File: src/hdl/gaussian_blur_replicate_border_assert.svh
// Assertion macros shared by the blur block's RTL files.
// Expects clk and rst_n in the scope of each use; no other dependencies.
`ifndef GAUSSIAN_BLUR_REPLICATE_BORDER_ASSERT_SVH
`define GAUSSIAN_BLUR_REPLICATE_BORDER_ASSERT_SVH
`ifndef NO_ASSERTIONS
// same-cycle implication
`define GBR_ASSERT_IMPL(lbl, ante, cons) \
  lbl: assert property (@(posedge clk) disable iff (!rst_n) (ante) |-> (cons)) \
    else $error("gbr assertion failed");
// next-cycle implication
`define GBR_ASSERT_NEXT(lbl, ante, cons) \
  lbl: assert property (@(posedge clk) disable iff (!rst_n) (ante) |=> (cons)) \
    else $error("gbr assertion failed");
`else
`define GBR_ASSERT_IMPL(lbl, ante, cons)
`define GBR_ASSERT_NEXT(lbl, ante, cons)
`endif
`endif

File: src/hdl/gbr_pkg.sv
// Shared types and constants of the Gaussian blur block.
// No dependencies.
`default_nettype none
package gbr_pkg;
  localparam int PIX_W     = 8;
  localparam int POS_W     = 10;
  localparam int TAP_W     = 17;
  localparam int TAP_ONE   = 65536;
  localparam int NUM_TAPS  = 4;
  localparam int PROD_W    = 25;
  localparam int COL_W     = 27;
  localparam int COLP_W    = 44;
  localparam int ACC_W     = 47;
  localparam int FRAC_W    = 32;
  localparam int CFG_DW    = 32;
  localparam int CFG_AW    = 5;
  localparam int CFG_IDX_W = 3;

  // register indexes
  localparam logic [CFG_IDX_W-1:0] REG_RADIUS = 3'd0;
  localparam logic [CFG_IDX_W-1:0] REG_WIDTH  = 3'd1;
  localparam logic [CFG_IDX_W-1:0] REG_HEIGHT = 3'd2;
  localparam logic [CFG_IDX_W-1:0] REG_TAP0   = 3'd3;
  localparam logic [CFG_IDX_W-1:0] REG_TAP1   = 3'd4;
  localparam logic [CFG_IDX_W-1:0] REG_TAP2   = 3'd5;
  localparam logic [CFG_IDX_W-1:0] REG_TAP3   = 3'd6;

  // one window read in flight through the filter pipeline
  typedef struct packed {
    logic             valid;
    logic             first_row;
    logic             last_row;
    logic             first_col;
    logic             last_all;
    logic [TAP_W-1:0] wy;
    logic [TAP_W-1:0] wx;
  } tag_t;

  // position of the pixel being computed
  typedef struct packed {
    logic [POS_W-1:0] row;
    logic [POS_W-1:0] col;
    logic             last;
  } job_t;

  // filter status back to the sequencer
  typedef struct packed {
    logic busy;
    logic done;
  } stat_t;
endpackage
`default_nettype wire

File: src/hdl/gbr_out_if.sv
// Result channel of the blur block: valid/ready plus one output pixel beat.
// Depends on gbr_pkg.
`default_nettype none
interface gbr_out_if;
  logic                       valid;
  logic                       ready;
  logic [gbr_pkg::PIX_W-1:0]  pixel_out;
  logic [gbr_pkg::POS_W-1:0]  out_row;
  logic [gbr_pkg::POS_W-1:0]  out_col;
  logic                       frame_last;
  modport source (output valid, pixel_out, out_row, out_col, frame_last, input ready);
  modport sink   (input valid, pixel_out, out_row, out_col, frame_last, output ready);
endinterface
`default_nettype wire

File: src/hdl/gbr_mac.sv
// Filter datapath: vertical multiply-accumulate per column, then horizontal,
// rounding, saturation and the output register. Depends on gbr_pkg, gbr_out_if.
`default_nettype none
module gbr_mac (
  input  wire logic                       clk,
  input  wire logic                       rst_n,
  input  wire gbr_pkg::tag_t              tag_in,
  input  wire logic [gbr_pkg::PIX_W-1:0]  rdata,
  input  wire logic                       bypass,
  input  wire gbr_pkg::job_t              job,
  output gbr_pkg::stat_t                  stat,
  gbr_out_if.source                       out_if
);
  gbr_pkg::tag_t                tag_b_r, tag_c_r, tag_d_r, tag_e_r, tag_d_nxt;
  logic [gbr_pkg::PROD_W-1:0]   prod_r;
  logic [gbr_pkg::PIX_W-1:0]    raw_r;
  logic [gbr_pkg::COL_W-1:0]    colsum_r, colsum_nxt, colv_r;
  logic [gbr_pkg::COLP_W-1:0]   colp_r;
  logic [gbr_pkg::ACC_W-1:0]    acc_r, acc_sum;
  logic [gbr_pkg::ACC_W:0]      rnd;
  logic [gbr_pkg::PIX_W-1:0]    pix;
  logic                         out_valid_r;
  logic [gbr_pkg::PIX_W-1:0]    pix_r;
  gbr_pkg::job_t                pos_r;

  assign stat.busy = out_valid_r;
  assign stat.done = tag_e_r.valid && tag_e_r.last_all;

  assign out_if.valid      = out_valid_r;
  assign out_if.pixel_out  = pix_r;
  assign out_if.out_row    = pos_r.row;
  assign out_if.out_col    = pos_r.col;
  assign out_if.frame_last = pos_r.last;

  // column and frame sums, round half up, clip to 0..255; raw pixel when bypassed
  always_comb begin
    tag_d_nxt       = tag_c_r;
    tag_d_nxt.valid = tag_c_r.valid && tag_c_r.last_row;
    colsum_nxt = (tag_c_r.first_row ? '0 : colsum_r) + gbr_pkg::COL_W'(prod_r);
    acc_sum    = (tag_e_r.first_col ? '0 : acc_r) + gbr_pkg::ACC_W'(colp_r);
    rnd        = {1'b0, acc_sum} + ((gbr_pkg::ACC_W+1)'(1) << (gbr_pkg::FRAC_W - 1));
    if (bypass)
      pix = raw_r;
    else if (rnd[gbr_pkg::ACC_W:gbr_pkg::FRAC_W+gbr_pkg::PIX_W] != '0)
      pix = '1;
    else
      pix = rnd[gbr_pkg::FRAC_W+gbr_pkg::PIX_W-1:gbr_pkg::FRAC_W];
  end

  // pipeline control
  always_ff @(posedge clk) begin
    if (!rst_n) begin
      tag_b_r     <= '0;
      tag_c_r     <= '0;
      tag_d_r     <= '0;
      tag_e_r     <= '0;
      out_valid_r <= 1'b0;
    end else begin
      tag_b_r <= tag_in;
      tag_c_r <= tag_b_r;
      tag_d_r <= tag_d_nxt;
      tag_e_r <= tag_d_r;
      if (stat.done)                  out_valid_r <= 1'b1;
      else if (out_if.ready)          out_valid_r <= 1'b0;
    end
  end

  // payload stages
  always_ff @(posedge clk) begin
    if (tag_b_r.valid) begin
      prod_r <= gbr_pkg::PROD_W'(rdata * tag_b_r.wy);
      raw_r  <= rdata;
    end
    if (tag_c_r.valid) colsum_r <= colsum_nxt;
    if (tag_c_r.valid && tag_c_r.last_row) colv_r <= colsum_nxt;
    if (tag_d_r.valid) colp_r <= gbr_pkg::COLP_W'(colv_r * tag_d_r.wx);
    if (tag_e_r.valid) acc_r <= acc_sum;
    if (stat.done) begin
      pix_r <= pix;
      pos_r <= job;
    end
  end
endmodule
`default_nettype wire

File: src/flat_wrapper.sv
// flat-port wrapper written by rule: the top's interface ports become plain ports
module gbr_mac_flat 
  (clk, rst_n, tag_in, rdata, bypass, job, stat, out_if_valid, out_if_pixel_out, out_if_out_row, out_if_out_col, out_if_frame_last, out_if_ready);
  gbr_out_if out_if_i ();
  input  wire logic clk;
  input  wire logic rst_n;
  input  wire gbr_pkg::tag_t tag_in;
  input  wire logic [gbr_pkg::PIX_W-1:0] rdata;
  input  wire logic bypass;
  input  wire gbr_pkg::job_t job;
  output gbr_pkg::stat_t stat;
  output wire logic [$bits(out_if_i.valid)-1:0] out_if_valid;
  output wire logic [$bits(out_if_i.pixel_out)-1:0] out_if_pixel_out;
  output wire logic [$bits(out_if_i.out_row)-1:0] out_if_out_row;
  output wire logic [$bits(out_if_i.out_col)-1:0] out_if_out_col;
  output wire logic [$bits(out_if_i.frame_last)-1:0] out_if_frame_last;
  input wire logic [$bits(out_if_i.ready)-1:0] out_if_ready;
  assign out_if_valid = out_if_i.valid;
  assign out_if_pixel_out = out_if_i.pixel_out;
  assign out_if_out_row = out_if_i.out_row;
  assign out_if_out_col = out_if_i.out_col;
  assign out_if_frame_last = out_if_i.frame_last;
  assign out_if_i.ready = out_if_ready;
  gbr_mac u_core (.clk(clk), .rst_n(rst_n), .tag_in(tag_in), .rdata(rdata), .bypass(bypass), .job(job), .stat(stat), .out_if(out_if_i));
endmodule
File: config.mk
export PLATFORM = sky130hd
export DESIGN_NAME = gbr_mac_flat
export DESIGN_NICKNAME = d
export VERILOG_FILES = /design/src/hdl/gaussian_blur_replicate_border_assert.svh /design/src/hdl/gbr_pkg.sv /design/src/hdl/gbr_out_if.sv /design/src/hdl/gbr_mac.sv /design/src/flat_wrapper.sv
export SDC_FILE = /design/constraint.sdc
export NUM_CORES = 2
export LEC_CHECK = 0
export BUFFER_PORTS_ARGS = -buffer_cell sky130_fd_sc_hd__buf_2
export CAP_MARGIN = 30
export CORE_AREA = 4 4 288 177
export CTS_CLUSTER_SIZE = 10
export DETAILED_ROUTE_END_ITERATION = 7
export DIE_AREA = 0 0 292 181
export GPL_ROUTABILITY_DRIVEN = 0
export PLACE_DENSITY = 0.83
export SKIP_CTS_REPAIR_TIMING = 1
export SYNTH_ARGS = -nofsm -noshare
export SYNTH_HDL_FRONTEND = slang
export SYNTH_SLANG_ARGS = --single-unit
export TNS_END_PERCENT = 1
File: constraint.sdc
create_clock -name clk -period 11.2 [get_ports clk]
set_input_delay 0.56 -clock clk [delete_from_list [all_inputs] [get_ports clk]]
set_output_delay 0.56 -clock clk [all_outputs]
set_load 0.005 [all_outputs]
==> flow_summary.yaml <==
sta:
  setup_ws_ns: 3.52
  finalMaxSlewViolations: 0
  final_hold_viol_count: 0
  relSlewSlack_pct: 20.3
  worst_pin_slew_ns: 1.19
  clock-skew-final_ns: 0.0377
  max_freq_ghz: 0.130
  fin_crit_ns: 7.68
  timing.final.crit_share_pct: 68.5
  rsz0062_at_grt: "false"
  setup_tns_ns: 0
  setup_viol: 0
worst_hold_path:
  hp-start: "job[6]"
  whs_path_depth: 1
  hp-class: "in2reg"
  whs_endpoint: "u_core.out_if.out_col[5]"
floorplan:
  core_area_mm2: 0.0486
  std_cell_rows: 63
  io_pins: 104
  start_util_pct: 65.0
  die_area_mm2: 0.0529
  die_w_um: 292
  die_h_um: 181
clock_network:
  worstSkewPairLatency_ns: 0.56
  clk_pin_slew_ns: 0.06
  htreeDepth: 2
  cts_tree: "done"
  numCtsBuffers: 36
  cts_sinks: 292
  clk_path_buf_depth: 3
  clockRootBuffer: "clkbuf_16"
run:
  drv_cap: 0
synth:
  synthDistinctLibCells: 83
  syn_nets: 3984
  synthMostInstantiatedCell: "inv_1"
  netlist_top_cells_area: "fa_1 (29%), edfxtp_1 (20%), ha_1 (9.2%), and2_1 (6.9%), inv_1 (6.8%)"
  synth_seq_cells: 292
  ys_seq_area_share_pct: 25.0
  synthesis.area_mm2: 0.0316
  yosys_warnings: 0
  synth_top_cells_by_count: "inv_1 (574), fa_1 (466), nand2_1 (414), and2_1 (348), ha_1 (233)"
  yosysTopAreaCellShare_pct: 29.5
  syn-instance-count: 3213
  synthFlopType: "edfxtp_1"
  async_flop_share_pct: 0
  yosysTopAreaCell: "fa_1"
  synth-edff-count: 207
  avgSynthCellArea_um2: 9.85
setup_path:
  r2r-end: "u_core.colp_r[43]"
  cp_max_fo: 27
  worstSetupPathType: "reg2reg"
  startpoint: "u_core.tag_d_r[5]"
  critPathRequiredTime_ns: 11.48
  critPathArrivalTime_ns: 7.96
  reg2reg_from: "u_core.tag_d_r[5]"
  r2r_cells: 21
  cp-start-kind: "register"
  crit_path_end_kind: "register"
  rrSetupSlack_ns: 3.52
global_routing:
  antenna_found_initial: 1
  gr-usage-all-layers_pct: 30.5
  grt_pass1_vias: 24200
  grt_max_degree: 67
  gr-total-overflow: 0
  grt_pass1_wl_mm: 129
placed_design:
  portBuffers: 103
  hpwl_mm: 59.7
  placedInstanceArea_mm2: 0.0328
  post-place-ws_ns: 3.55
  dp.cells: 3876
layout:
  fillers: 3372
  nets: 4039
  fin_area_mm2: 0.0339
  syn_to_final_growth_pct: 7.19
  seq_area_mm2: 0.00792
  multi_input_area_mm2: 0.0211
  fin_cells: 3937
  drive_above_1_share_pct: 6.27
  antenna-diode-count: 0
route:
  drc: 0
  drt_iter0_markers: 2449
  dr.pass1.iters: 8
  ant_nets: 0
  totalWireLength_mm: 79.5
  vias: 23300
  wire_per_inst_um: 20.2
  avgViaCountPerCell: 5.91
power_and_ir_drop:
  peakVddDrop_v: 0.000155
  p_total_uw: 3360
  p_per_area_mw_per_mm2: 99.0
  power_leakage_uw: 0.0158
run_status:
  status: "complete, no violations"
-- per-layer routing --
layer	GRT usage, %	part of all wire, %
met1	44.0	41
met2	43.5	42
met3	12.8	15
met4	6.69	2.4
met5	0	0.015
-- cell families after synthesis --
kind of cell    Yosys count  synth area share, %
mux                       2               0.0672
flops                   292                 25.0
buf+inv                 683                 8.14
compound gates          346                 7.35
simple gates           1072                 17.3
fa+ha+maj               699                 38.7
xor+xnor                119                 3.40
-- how the worst max path moves through the flow --
stage,endpoint,slack (ns),cells past startpoint
2_1_floorplan,u_core.colp_r[43],4.52,22
3_3_place_gp,u_core.colp_r[43],3.73,20
3_5_place_dp,u_core.colp_r[43],3.55,20
4_1_cts,u_core.colp_r[43],3.53,20
5_1_grt,u_core.colp_r[43],3.18,25
6_report,u_core.colp_r[43],3.52,21
-- placed cells by master, fill, tap and decap left out, types with 6 or more instances in the layout --
cell	Yosys	routed
and3_1	14	14
nor3_1	25	25
xor2_1	31	31
o21ai_0	57	57
nor4_1	7	7
o211ai_1	9	9
buf_4	1	14
and2_1	348	348
clkbuf_1	106	12
a21boi_0	6	6
edfxtp_1	207	207
nand3_1	23	23
nor2_1	84	84
inv_1	574	574
ha_1	233	233
xnor2_1	85	85
o21a_1	15	15
or3_1	8	8
nand2b_1	20	20
nor2b_1	88	88
a31oi_1	10	10
clkbuf_16	0	36
o21bai_1	8	8
a211oi_1	6	6
nand4_1	11	11
buf_2	1	103
a32oi_1	6	6
a21oi_1	114	114
a21o_1	52	52
nand2_1	414	414
dfxtp_1	85	83
fa_1	466	466
-- registers in the layout, indices dropped and copies added, names as in the netlist, 20 cells and up --
signal           flops
u_core.tag_d_r      20
u_core.colp_r       44
u_core.tag_b_r      39
u_core.prod_r       25
u_core.tag_c_r      22
u_core.acc_r        47
u_core.colsum_r     27
u_core.colv_r       27
-- area by class of cell --
cell class / instances / area share (%)
multi-input combinational: 2238 / 62.3
sequential: 292 / 23.4
inverter: 574 / 6.35
clock buffer: 52 / 2.95
tap: 650 / 2.40
timing repair buffer: 126 / 2.35
clock inverter: 5 / 0.236
-- power by group --
| part | internal [uW] | total (uW) | switching, uW |
|---|---|---|---|
| logic | 398 | 973 | 574 |
| registers | 1250 | 1280 | 33.8 |
| clock network | 644 | 1110 | 462 |
-- worst max-delay path, stage by stage (launching register included) --
cell      delay [ns]
dfxtp_1         1.11
and2_1          0.28
fa_1            0.40
inv_1           0.09
fa_1            0.43
fa_1            0.50
fa_1            0.56
inv_1           0.06
fa_1            0.50
inv_1           0.05
fa_1            0.48
inv_1           0.05
ha_1            0.36
and3_1          0.23
a211oi_1        0.41
o31a_1          0.24
o221ai_1        0.27
a221oi_1        0.51
o21ai_0         0.29
a221o_1         0.35
a21oi_1         0.17
xnor2_1         0.08
-- stage by stage --
stage                     util [%]  hold WS [ns]
after global routing          69.7         0.179
after CTS                     69.6         0.178
final                         69.7         0.194
after floorplan                  -         0.406
after global placement        67.1         0.407
after detailed placement      67.3         0.418
Note: power is estimated with default switching activity, not from simulation.
