### src/hdl/gaussian_blur_replicate_border_assert.svh
// Assertion macros shared by the blur block's RTL files.
// Expects clk and rst_n in the scope of each use; no other dependencies.
`ifndef GAUSSIAN_BLUR_REPLICATE_BORDER_ASSERT_SVH
`define GAUSSIAN_BLUR_REPLICATE_BORDER_ASSERT_SVH
`ifndef NO_ASSERTIONS
// same-cycle implication
`define GBR_ASSERT_IMPL(lbl, ante, cons) \
  lbl: assert property (@(posedge clk) disable iff (!rst_n) (ante) |-> (cons)) \
    else $error("gbr assertion failed");
// next-cycle implication
`define GBR_ASSERT_NEXT(lbl, ante, cons) \
  lbl: assert property (@(posedge clk) disable iff (!rst_n) (ante) |=> (cons)) \
    else $error("gbr assertion failed");
`else
`define GBR_ASSERT_IMPL(lbl, ante, cons)
`define GBR_ASSERT_NEXT(lbl, ante, cons)
`endif
`endif

### src/hdl/gbr_pkg.sv
// Shared types and constants of the Gaussian blur block.
// No dependencies.
`default_nettype none
package gbr_pkg;
  localparam int PIX_W     = 8;
  localparam int POS_W     = 10;
  localparam int TAP_W     = 17;
  localparam int TAP_ONE   = 65536;
  localparam int NUM_TAPS  = 4;
  localparam int PROD_W    = 25;
  localparam int COL_W     = 27;
  localparam int COLP_W    = 44;
  localparam int ACC_W     = 47;
  localparam int FRAC_W    = 32;
  localparam int CFG_DW    = 32;
  localparam int CFG_AW    = 5;
  localparam int CFG_IDX_W = 3;

  // register indexes
  localparam logic [CFG_IDX_W-1:0] REG_RADIUS = 3'd0;
  localparam logic [CFG_IDX_W-1:0] REG_WIDTH  = 3'd1;
  localparam logic [CFG_IDX_W-1:0] REG_HEIGHT = 3'd2;
  localparam logic [CFG_IDX_W-1:0] REG_TAP0   = 3'd3;
  localparam logic [CFG_IDX_W-1:0] REG_TAP1   = 3'd4;
  localparam logic [CFG_IDX_W-1:0] REG_TAP2   = 3'd5;
  localparam logic [CFG_IDX_W-1:0] REG_TAP3   = 3'd6;

  // one window read in flight through the filter pipeline
  typedef struct packed {
    logic             valid;
    logic             first_row;
    logic             last_row;
    logic             first_col;
    logic             last_all;
    logic [TAP_W-1:0] wy;
    logic [TAP_W-1:0] wx;
  } tag_t;

  // position of the pixel being computed
  typedef struct packed {
    logic [POS_W-1:0] row;
    logic [POS_W-1:0] col;
    logic             last;
  } job_t;

  // filter status back to the sequencer
  typedef struct packed {
    logic busy;
    logic done;
  } stat_t;
endpackage
`default_nettype wire

### src/hdl/gbr_cfg.sv
// APB-style register file: radius, frame size and the four 1-D taps.
// Depends on gbr_pkg; outputs already saturated values.
`default_nettype none
module gbr_cfg #(
  parameter int MAX_RADIUS = 3,
  parameter int MAX_WIDTH  = 1024,
  parameter int MAX_HEIGHT = 1024,
  localparam int WW = $clog2(MAX_WIDTH) + 1,
  localparam int HW = $clog2(MAX_HEIGHT) + 1
) (
  input  wire logic                         clk,
  input  wire logic                         rst_n,
  input  wire logic                         cfg_psel,
  input  wire logic                         cfg_penable,
  input  wire logic                         cfg_pwrite,
  input  wire logic [gbr_pkg::CFG_AW-1:0]   cfg_paddr,
  input  wire logic [gbr_pkg::CFG_DW-1:0]   cfg_pwdata,
  output logic      [gbr_pkg::CFG_DW-1:0]   cfg_prdata,
  output logic                              cfg_pready,
  output logic      [1:0]                   rad_eff,
  output logic      [WW-1:0]                wid_eff,
  output logic      [HW-1:0]                hgt_eff,
  output logic      [gbr_pkg::TAP_W-1:0]    taps [gbr_pkg::NUM_TAPS],
  output logic                              restart
);
  logic [1:0]                  rad_r;
  logic [10:0]                 wid_r;
  logic [10:0]                 hgt_r;
  logic [gbr_pkg::TAP_W-1:0]   tap_r [gbr_pkg::NUM_TAPS];
  logic [gbr_pkg::CFG_IDX_W-1:0] idx;
  logic                        wr;

  assign idx        = cfg_paddr[gbr_pkg::CFG_AW-1:2];
  assign wr         = cfg_psel && cfg_penable && cfg_pwrite;
  assign cfg_pready = 1'b1;
  assign restart    = wr && (idx inside {gbr_pkg::REG_RADIUS, gbr_pkg::REG_WIDTH,
                                         gbr_pkg::REG_HEIGHT});

  // register writes
  always_ff @(posedge clk) begin
    if (!rst_n) begin
      rad_r    <= 2'd0;
      wid_r    <= 11'd1024;
      hgt_r    <= 11'd1024;
      tap_r[0] <= gbr_pkg::TAP_W'(gbr_pkg::TAP_ONE);
      tap_r[1] <= '0;
      tap_r[2] <= '0;
      tap_r[3] <= '0;
    end else if (wr) begin
      case (idx)
        gbr_pkg::REG_RADIUS: rad_r    <= cfg_pwdata[1:0];
        gbr_pkg::REG_WIDTH:  wid_r    <= cfg_pwdata[10:0];
        gbr_pkg::REG_HEIGHT: hgt_r    <= cfg_pwdata[10:0];
        gbr_pkg::REG_TAP0:   tap_r[0] <= cfg_pwdata[gbr_pkg::TAP_W-1:0];
        gbr_pkg::REG_TAP1:   tap_r[1] <= cfg_pwdata[gbr_pkg::TAP_W-1:0];
        gbr_pkg::REG_TAP2:   tap_r[2] <= cfg_pwdata[gbr_pkg::TAP_W-1:0];
        gbr_pkg::REG_TAP3:   tap_r[3] <= cfg_pwdata[gbr_pkg::TAP_W-1:0];
        default: ;
      endcase
    end
  end

  // read mux
  always_comb begin
    case (idx)
      gbr_pkg::REG_RADIUS: cfg_prdata = gbr_pkg::CFG_DW'(rad_r);
      gbr_pkg::REG_WIDTH:  cfg_prdata = gbr_pkg::CFG_DW'(wid_r);
      gbr_pkg::REG_HEIGHT: cfg_prdata = gbr_pkg::CFG_DW'(hgt_r);
      gbr_pkg::REG_TAP0:   cfg_prdata = gbr_pkg::CFG_DW'(tap_r[0]);
      gbr_pkg::REG_TAP1:   cfg_prdata = gbr_pkg::CFG_DW'(tap_r[1]);
      gbr_pkg::REG_TAP2:   cfg_prdata = gbr_pkg::CFG_DW'(tap_r[2]);
      gbr_pkg::REG_TAP3:   cfg_prdata = gbr_pkg::CFG_DW'(tap_r[3]);
      default:             cfg_prdata = '0;
    endcase
  end

  // saturated working values
  always_comb begin
    rad_eff = (32'(rad_r) > MAX_RADIUS) ? 2'(MAX_RADIUS) : rad_r;
    if (wid_r == '0)                wid_eff = WW'(1);
    else if (32'(wid_r) > MAX_WIDTH) wid_eff = WW'(MAX_WIDTH);
    else                            wid_eff = WW'(wid_r);
    if (hgt_r == '0)                 hgt_eff = HW'(1);
    else if (32'(hgt_r) > MAX_HEIGHT) hgt_eff = HW'(MAX_HEIGHT);
    else                             hgt_eff = HW'(hgt_r);
    for (int i = 0; i < gbr_pkg::NUM_TAPS; i++) begin
      taps[i] = (32'(tap_r[i]) > gbr_pkg::TAP_ONE) ?
                gbr_pkg::TAP_W'(gbr_pkg::TAP_ONE) : tap_r[i];
    end
  end
endmodule
`default_nettype wire

### config.mk
export PLATFORM = sky130hd
export DESIGN_NAME = gbr_cfg
export DESIGN_NICKNAME = d
export VERILOG_FILES = /design/src/hdl/gaussian_blur_replicate_border_assert.svh /design/src/hdl/gbr_pkg.sv /design/src/hdl/gbr_cfg.sv
export SDC_FILE = /design/constraint.sdc
export NUM_CORES = 1
export LEC_CHECK = 0
export ABC_AREA = 1
export BUFFER_PORTS_ARGS = -buffer_cell sky130_fd_sc_hd__buf_2
export CELL_PAD_IN_SITES_DETAIL_PLACEMENT = 0
export CELL_PAD_IN_SITES_GLOBAL_PLACEMENT = 1
export CORE_MARGIN = 5
export CORE_UTILIZATION = 33
export CTS_CLUSTER_DIAMETER = 150
export DETAILED_ROUTE_END_ITERATION = 6
export PLACE_DENSITY = 0.86
export SLEW_MARGIN = 20
export SYNTH_ARGS = -nofsm -noshare
export SYNTH_HDL_FRONTEND = slang
export SYNTH_SLANG_ARGS = --single-unit
export TNS_END_PERCENT = 30
### constraint.sdc
create_clock -name clk -period 2.4 [get_ports clk]
set_input_delay 0.36 -clock clk [delete_from_list [all_inputs] [get_ports clk]]
set_output_delay 0.36 -clock clk [all_outputs]
set_load 0.05 [all_outputs]
==> out/results.txt, run 1 <==
slew at the pin closest to its max-slew limit: 0.6355 ns
number of DRC markers in iteration 0: 450
DRC viols: 0
post-route ant nets: 0
placed insts: 1053
most used flip-flop cell after synthesis: edfxtp_1
Placeable Area: 15770 µm²
Synth Warn #: 0
worst r2r src: rad_eff[1]$_SDFFE_PN0P_
Final Total Pwr: 4.078 mW
flops & latches, synth: 92
WHS Endpoint: wid_r[10]$_SDFFE_PN1P_
clock root cell: clkbuf_16
worst r2r path cells: 2
H-tree depth: 3
final worst path period share: 95.24%
Setup Buffers After CTS: 0
flop2flop setup slack: 1.75 ns
mean post-synth cell area: 7.189 µm²
Max Freq: 437.5 MHz
Synth area leaders: edfxtp_1, nor2_1, nand2_1, dfxtp_1, inv_1
DIE WIDTH: 136.5 µm
most used cell, CP: nor2_1
first-pass GRT wire length: 24640 µm
vias in the first global route: 4590
max-slew violations: 0
area delta synth->final: 20.01%
Post-Syn Area: 5284 µm²
final core utilization: 40.21%
CTS tree: built
most common library cells after synthesis: nor2_1, nand2_1, inv_1, edfxtp_1, a21oi_1
clock tree buffer depth: 2
worst setup margin: 0.1143 ns
grt ovf: 0
Setup TNS: 0 ns
WP data required: 2.04 ns
via/cell ratio: 4.587
Arr. time, crit path: 1.93 ns
Yosys top cell by area: edfxtp_1
Final Wtd Congestion: 0.8500
critical path class: reg2out
vias after detailed routing: 4903
startpoint types: flip-flop
CP cell instances: nor2_1, nand2_1, nor2_1, nand2_4, a21oi_1, buf_2
Post-CTS Hold Buffers: 0
slowest CP cell: edfxtp_1
Min Hold Slack: 0.3011 ns
worst clock skew: 0 ns
total track usage: 17.44%
Crit Reg-Reg Endpoint: rad_eff[1]$_SDFFE_PN0P_
DIE HEIGHT: 136.5 µm
slowest stage delay, CP: 0.46 ns
Power Dens Cells: 643.1 nW/µm²
Final Hold Viols: 0
CTS sink count: 92
Cell Rows: 46
die area: 18640 µm²
final non-filler cell total: 1069
Seq/Total Area, Yosys: 47.74%
Hold Startpoint: cfg_pwdata[10]
cells after synthesis: 735
relative slew slack: 57.64%
ANT cells: 0
Tmin final: 2.286 ns
dpl hpwl: 12780 µm
initial antenna violation count: 0
I/O pins: 168
post-synthesis async set-or-reset flop share: 0%
top-count cell post-synth: nor2_1
peak supply drop: 0.3541 mV
run status: finished, final reports clean
TritonCTS Buffers: 9
synth unique cells: 22
IO buf count: 134
Leak: 3.121 nW
Area after DPL: 6032 µm²
hold depth: 3
drt first pass iters: 5
unrepaired setup endpoints after global routing: no
largest net degree at the start of global routing: 34
clock slew at reported path FFs: 0.07 ns
crit-path max FO: 16
layout cells sized above 1: 20.28%
Initial Util: 33.51%
setup violators final: 0
Routed wire per std cell: 15.28 µm
number of flops mapped to enable cells by yosys: 68
Max Cap Violations: 0
Hold Crit Class: in2reg
nets@finish: 890
final wirelength: 16340 µm
finished layout cell area: 6341 µm²
area share of the largest cell type after synthesis: 38.65%
Clk Latency, worst-skew pair: 0.34 ns
Place WS: 0.2407 ns
Worst setup EP type: output pin
## critical path, delay by kind of cell (launching register included)
kind | cells | cell delay (ns)
AO/OA/AOI/OAI | 1 | 0.25
buffers and inverters | 1 | 0.31
flip-flops | 1 | 0.46
AND/OR/NAND/NOR | 4 | 0.55
## power breakdown
part | total, mW | leakage, nW | internal, mW | switching (mW)
Combinational | 0.824 | 2.14 | 0.160 | 0.664
Clock | 1.40 | 0.141 | 0.727 | 0.672
Sequential | 1.85 | 0.843 | 1.78 | 0.0782
Total | 4.08 | 3.12 | 2.66 | 1.41
## metal layers
metal	global-route usage, %	part of all wire [%]	routed length, µm
met5	0	0	0
met4	4.703	1.7	271
met3	2.868	7.2	1180
met2	28.50	48	7787
met1	24.00	43	7099
## area by class of cell
class / count / area (µm²)
Clock inverter: 7 / 61.31
Sequential cell: 92 / 2522
Tap cell: 216 / 270.3
Fill cell: 1700 / 9429
Inverter: 120 / 450.4
Multi-Input combinational cell: 483 / 2071
Timing Repair Buffer: 142 / 740.7
Clock buffer: 9 / 225.2
## flip-flops by register name (all words and copies together), names as in the netlist
signal	cells
wid_r	11
hgt_r	11
rad_eff	2
tap_r	68
## repair_timing
item / in CTS / in global routing
resized for setup: 1 / 7
setup endpoints to repair: 7 / 40
hold endpoints to repair: 0 / 0
## cell families after synthesis
kind of cell           count (synthesis)  share of synthesized area, %
AND/OR/NAND/NOR                      360                         27.68
buffers and inverters                174                         14.30
AO/OA/AOI/OAI                        107                         10.14
flip-flops                            92                         47.74
other                                  2                        0.1421
## cell usage in the layout (no fill, tap or decap)
cell        count
dfxtp_1        24
o21ai_1         1
nand2_1       132
nand3_2         2
inv_6           3
inv_1         117
nor2_2          1
nand4_1         7
a21oi_1        64
nand2_2         4
clkbuf_4        4
edfxtp_1       68
clkinvlp_4      1
nor3_1          2
nand3_1         9
inv_8           2
buf_4           8
o21ai_0        42
buf_2         130
nand3_4         2
inv_2           3
conb_1         16
clkbuf_16       9
clkinv_2        1
nand2_4         1
nor2_1        198
nor2_8          2
## worst max path at each step
stage	from	slack, ns	cells past startpoint	to
after floorplan	tap_r[3][12]$_SDFFCE_PN0P_	0.28	6	taps[10]
after global placement	cfg_paddr[4]	0.24	7	cfg_prdata[9]
after detailed placement	cfg_paddr[4]	0.24	7	cfg_prdata[9]
after CTS	tap_r[1][12]$_SDFFCE_PN0P_	0.07	6	taps[35]
after global routing	tap_r[0][14]$_SDFFCE_PN0P_	0.004	7	taps[58]
final	tap_r[1][12]$_SDFFCE_PN0P_	0.11	6	taps[35]
Note: power is estimated with default switching activity, not from simulation.
==> run 2: changes to the inputs <==
- PLACE_DENSITY: 0.86 -> 0.85
- SLEW_MARGIN: 20 -> default
- TNS_END_PERCENT: 30 -> default
==> out/results.txt, run 2 (synthesis gave the netlist of run 1 again) <==
run status: finished, final reports clean
Final Total Pwr: 4.114 mW
Crit Reg-Reg Endpoint: rad_eff[0]$_SDFFE_PN0P_
worst r2r path cells: 2
Worst setup EP type: output pin
clock tree buffer depth: 2
DIE HEIGHT: 136.5 µm
flop2flop setup slack: 1.74 ns
worst clock skew: 0 ns
DIE WIDTH: 136.5 µm
Place WS: 0.2506 ns
area delta synth->final: 20.34%
commonest non-fill, non-tap cell in the layout: nor2_1
Largest register FFs: 68
I/O pins: 168
Setup Buffers After CTS: 0
Routed wire per std cell: 15.47 µm
largest net degree at the start of global routing: 34
number of DRC markers in iteration 0: 386
placed insts: 1054
via/cell ratio: 4.563
DRC viols: 0
CTS tree: built
Power Dens Cells: 647.1 nW/µm²
Arr. time, crit path: 1.96 ns
final worst path period share: 96.59%
WP data required: 2.04 ns
relative slew slack: 54.36%
final core utilization: 40.32%
Initial Util: 33.51%
total track usage: 17.70%
initial antenna violation count: 0
worst setup margin: 0.08192 ns
Hold Startpoint: cfg_pwdata[10]
Cell Rows: 46
clock slew at reported path FFs: 0.08 ns
worst r2r src: rad_eff[0]$_SDFFE_PN0P_
Setup TNS: 0 ns
grt ovf: 0
Tmin final: 2.318 ns
startpoint types: flip-flop
nets@finish: 891
max-slew violations: 0
Area after DPL: 6040 µm²
Max Freq: 431.4 MHz
Final Wtd Congestion: 0.8796
Max Cap Violations: 0
TritonCTS Buffers: 9
Leak: 3.116 nW
WHS Endpoint: hgt_r[10]$_SDFFE_PN1P_
die area: 18640 µm²
Final Hold Viols: 0
setup violators final: 0
vias in the first global route: 4578
layout cells sized above 1: 20.49%
final wirelength: 16560 µm
biggest regs: tap_r (68), hgt_r (11), wid_r (11)
H-tree depth: 3
FILL cells: 1708
drt first pass iters: 5
Largest Register: tap_r
Min Hold Slack: 0.3109 ns
Clk Latency, worst-skew pair: 0.34 ns
unrepaired setup endpoints after global routing: yes
ANT cells: 0
crit-path max FO: 16
CTS sink count: 92
IO buf count: 134
finished layout cell area: 6359 µm²
dpl hpwl: 12930 µm
commonest non-fill, non-tap cells in the layout: nor2_1, nand2_1, buf_2, inv_1, edfxtp_1
clock root cell: clkbuf_16
slew at the pin closest to its max-slew limit: 0.6846 ns
first-pass GRT wire length: 24940 µm
critical path class: reg2out
hold depth: 3
Placeable Area: 15770 µm²
Hold Crit Class: in2reg
final non-filler cell total: 1070
Post-CTS Hold Buffers: 0
post-route ant nets: 0
peak supply drop: 0.2733 mV
vias after detailed routing: 4882
[run 2: changes by cell type in the layout (fill, tap and decap cells not counted), sizes merged]
cell	delta
buf	+1
clkinv	-1
inv	+1
[run 2: worst max path at each step]
stage | depth (start not counted) | from | slack [ns] | to
floorplan | 6 | tap_r[3][12]$_SDFFCE_PN0P_ | 0.28 | taps[10]
global placement | 7 | cfg_paddr[4] | 0.24 | cfg_prdata[9]
detailed placement | 7 | cfg_paddr[4] | 0.25 | cfg_prdata[9]
CTS | 6 | tap_r[3][12]$_SDFFCE_PN0P_ | 0.03 | taps[0]
global route | 6 | tap_r[1][11]$_SDFFCE_PN0P_ | -0.01 | taps[36]
finish | 6 | tap_r[1][12]$_SDFFCE_PN0P_ | 0.08 | taps[34]
[run 2: where the power goes]
group	switching, mW	internal (mW)	total, mW
clock network	0.687	0.743	1.43
registers	0.0798	1.78	1.86
logic	0.666	0.162	0.827
[run 2: what timing repair did]
item | in CTS | in global routing
resized for setup | 1 | 7
pin swaps | 0 | 0
setup endpoints to repair | 4 | 36
endpoints found under the hold margin | 0 | 0
[run 2: critical path, cell delays in order (launching register included)]
cell and delay [ns]:
edfxtp_1 0.45, nor2_1 0.14, nand2_1 0.07, nor2_1 0.12, nand2_2 0.23, a21oi_1 0.28
buf_2 0.31
[run 2: final cells by class]
class	instances	area (µm²)	share of cell area (%)
clock buffer	9	225.2	3.542
clock inverter	7	72.57	1.141
inverter	120	450.4	7.084
multi-input combinational	483	2069	32.55
sequential	92	2522	39.67
tap	216	270.3	4.250
timing repair buffer	143	748.2	11.77
[run 2: metal layers]
| layer | up-vias | wire, µm | track usage, % | part of all wire (%) |
|---|---|---|---|---|
| met5 | - | 0 | 0 | 0 |
| li1 | 2457 | - | - | - |
| met2 | 184 | 8066 | 29.08 | 49 |
| met1 | 2229 | 7057 | 23.92 | 43 |
| met3 | 12 | 1236 | 3.162 | 7.5 |
| met4 | 0 | 198 | 5.151 | 1.2 |
==> run 3: changes to the inputs <==
--- a/config.mk
+++ b/config.mk
@@ -15,3 +15,5 @@
 export DETAILED_ROUTE_END_ITERATION = 6
+export GPL_TIMING_DRIVEN = 0
 export PLACE_DENSITY = 0.85
+export REMOVE_ABC_BUFFERS = 1
 export SYNTH_ARGS = -nofsm -noshare
==> constraint.sdc (replaced) <==
create_clock -name clk -period 2.4 [get_ports clk]
set_input_delay 0 -clock clk [delete_from_list [all_inputs] [get_ports clk]]
set_output_delay 0 -clock clk [all_outputs]
set_load 0.05 [all_outputs]
==> out/results.txt, run 3 (synthesis gave the netlist of run 1 again) <==
CP cell instances: nor2_1, nand2_1, nor2_1, nand2_1, a21oi_1, buf_2
Hold Crit Class: in2reg
layout cells sized above 1: 18.69%
final worst path period share: 91.16%
Worst setup EP type: output pin
peak supply drop: 0.3287 mV
met1 usage: 23.48%
finished layout cell area: 6354 µm²
total track usage: 17.17%
PostCTS Resize Cnt: 0
startpoint types: flip-flop
dpl hpwl: 12480 µm
drt first pass iters: 5
nets@finish: 893
crit-path max FO: 16
post-route ant nets: 0
grt ovf: 0
M3 GR Usage: 3.934%
clock slew at reported path FFs: 0.07 ns
area taken by multi-input logic gates: 2062 µm²
Arr. time, crit path: 2.19 ns
Setup Buffers After CTS: 0
Net Sw Frac: 33.64%
Final Wtd Congestion: 0.8815
Max Freq: 457.1 MHz
P_int: 2.643 mW
vias in the first global route: 4661
H-tree depth: 3
critical path class: reg2out
Clk Latency, worst-skew pair: 0.34 ns
DIE HEIGHT: 136.5 µm
first-pass GRT wire length: 24320 µm
Max Cap Violations: 0
Tmin final: 2.188 ns
Gate power share: 20.8%
via/cell ratio: 4.514
slowest CP cell: edfxtp_1
final wirelength: 16040 µm
WP data required: 2.40 ns
max-slew violations: 0
commonest non-fill, non-tap cells in the layout: nor2_1, nand2_1, buf_2, inv_1, edfxtp_1
biggest regs: tap_r (68), hgt_r (11), wid_r (11)
clock tree buffer depth: 2
Initial Util: 33.51%
Final Hold Viols: 0
Cell Rows: 46
IO buf count: 134
area delta synth->final: 20.25%
hold depth: 3
clock root cell: clkbuf_16
Sequential cell area: 2522 µm²
final core utilization: 40.29%
slew at the pin closest to its max-slew limit: 0.9278 ns
vias after detailed routing: 4839
clock share of power: 32.6%
Largest Register: tap_r
Routed wire per std cell: 14.96 µm
I/O pins: 168
worst setup margin: 0.2121 ns
Leak: 3.099 nW
CTS tree: built
CTS sink count: 92
slowest stage delay, CP: 0.42 ns
worst clock skew: 0 ns
die area: 18640 µm²
setup violators final: 0
Top Usage Layer GRT: met2
DIE WIDTH: 136.5 µm
unrepaired setup endpoints after global routing: no
Sw Pwr: 1.340 mW
Largest register FFs: 68
Power Dens Cells: 626.9 nW/µm²
DRC viols: 0
Placeable Area: 15770 µm²
number of DRC markers in iteration 0: 290
Min Hold Slack: 0.01364 ns
ANT cells: 0
sequential power share: 46.6%
Place WS: 0.3631 ns
worst r2r path cells: 2
commonest non-fill, non-tap cell in the layout: nor2_1
largest net degree at the start of global routing: 34
relative slew slack: 38.08%
run status: finished, final reports clean
initial antenna violation count: 0
Area after DPL: 5976 µm²
Final Total Pwr: 3.983 mW
TritonCTS Buffers: 9
FILL cells: 1734
met2 Track Usage GR: 27.46%
## run 3: cell type report
type / instances / share of cell area (%)
inverters: 120 / 7.089
clock inverters: 6 / 0.6105
repair buffers: 145 / 12.29
multi-input cells: 483 / 32.45
clock buffers: 10 / 3.604
flip-flops and latches: 92 / 39.70
well taps: 216 / 4.254
## run 3: worst paths after layout
kind	start	endpoint	slack, ns
setup / recovery	tap_r[1][12]$_SDFFCE_PN0P_	taps[34]	0.21
hold / removal	cfg_pwdata[15]	tap_r[3][15]$_SDFFCE_PN0P_	0.01
hold reg to reg	wid_r[6]$_SDFFE_PN0P_	wid_r[6]$_SDFFE_PN0P_	0.49
setup reg to reg	rad_eff[1]$_SDFFE_PN0P_	rad_eff[1]$_SDFFE_PN0P_	1.74
## run 3: layer usage
metal | vias to the layer above | share of wire, %
met4 | 0 | 1.5
li1 | 2473 | -
met1 | 2177 | 44
met3 | 18 | 7.8
met5 | - | 0
met2 | 171 | 47
## run 3: repair_timing
item | CTS | global route
hold endpoints to repair | 22 | 0
hold buffers | 11 | 0
endpoints found under the setup margin | 0 | 0
## run 3: metrics by stage
stage          TNS [ns]  instances
2_1_floorplan         0        695
3_3_place_gp     -9.162       1045
3_5_place_dp          0       1045
4_1_cts               0       1072
5_1_grt               0       1072
6_report              0       1072
## run 3: power groups by stage
stage	Clock (mW)	Combinational [mW]	Sequential (mW)
2_1_floorplan	0	0.588	1.88
3_3_place_gp	0	0.814	1.89
3_5_place_dp	0	0.816	1.89
4_1_cts	1.30	0.831	1.86
5_1_grt	1.38	0.881	1.87
6_report	1.30	0.827	1.86
## run 3: critical path: cells and delay by family, from the launching register on
family | cells | cell delay, ns
and+or+nand+nor | 4 | 0.69
buffers and inverters | 1 | 0.32
AOI/OAI and AO/OA | 1 | 0.40
DFF | 1 | 0.42
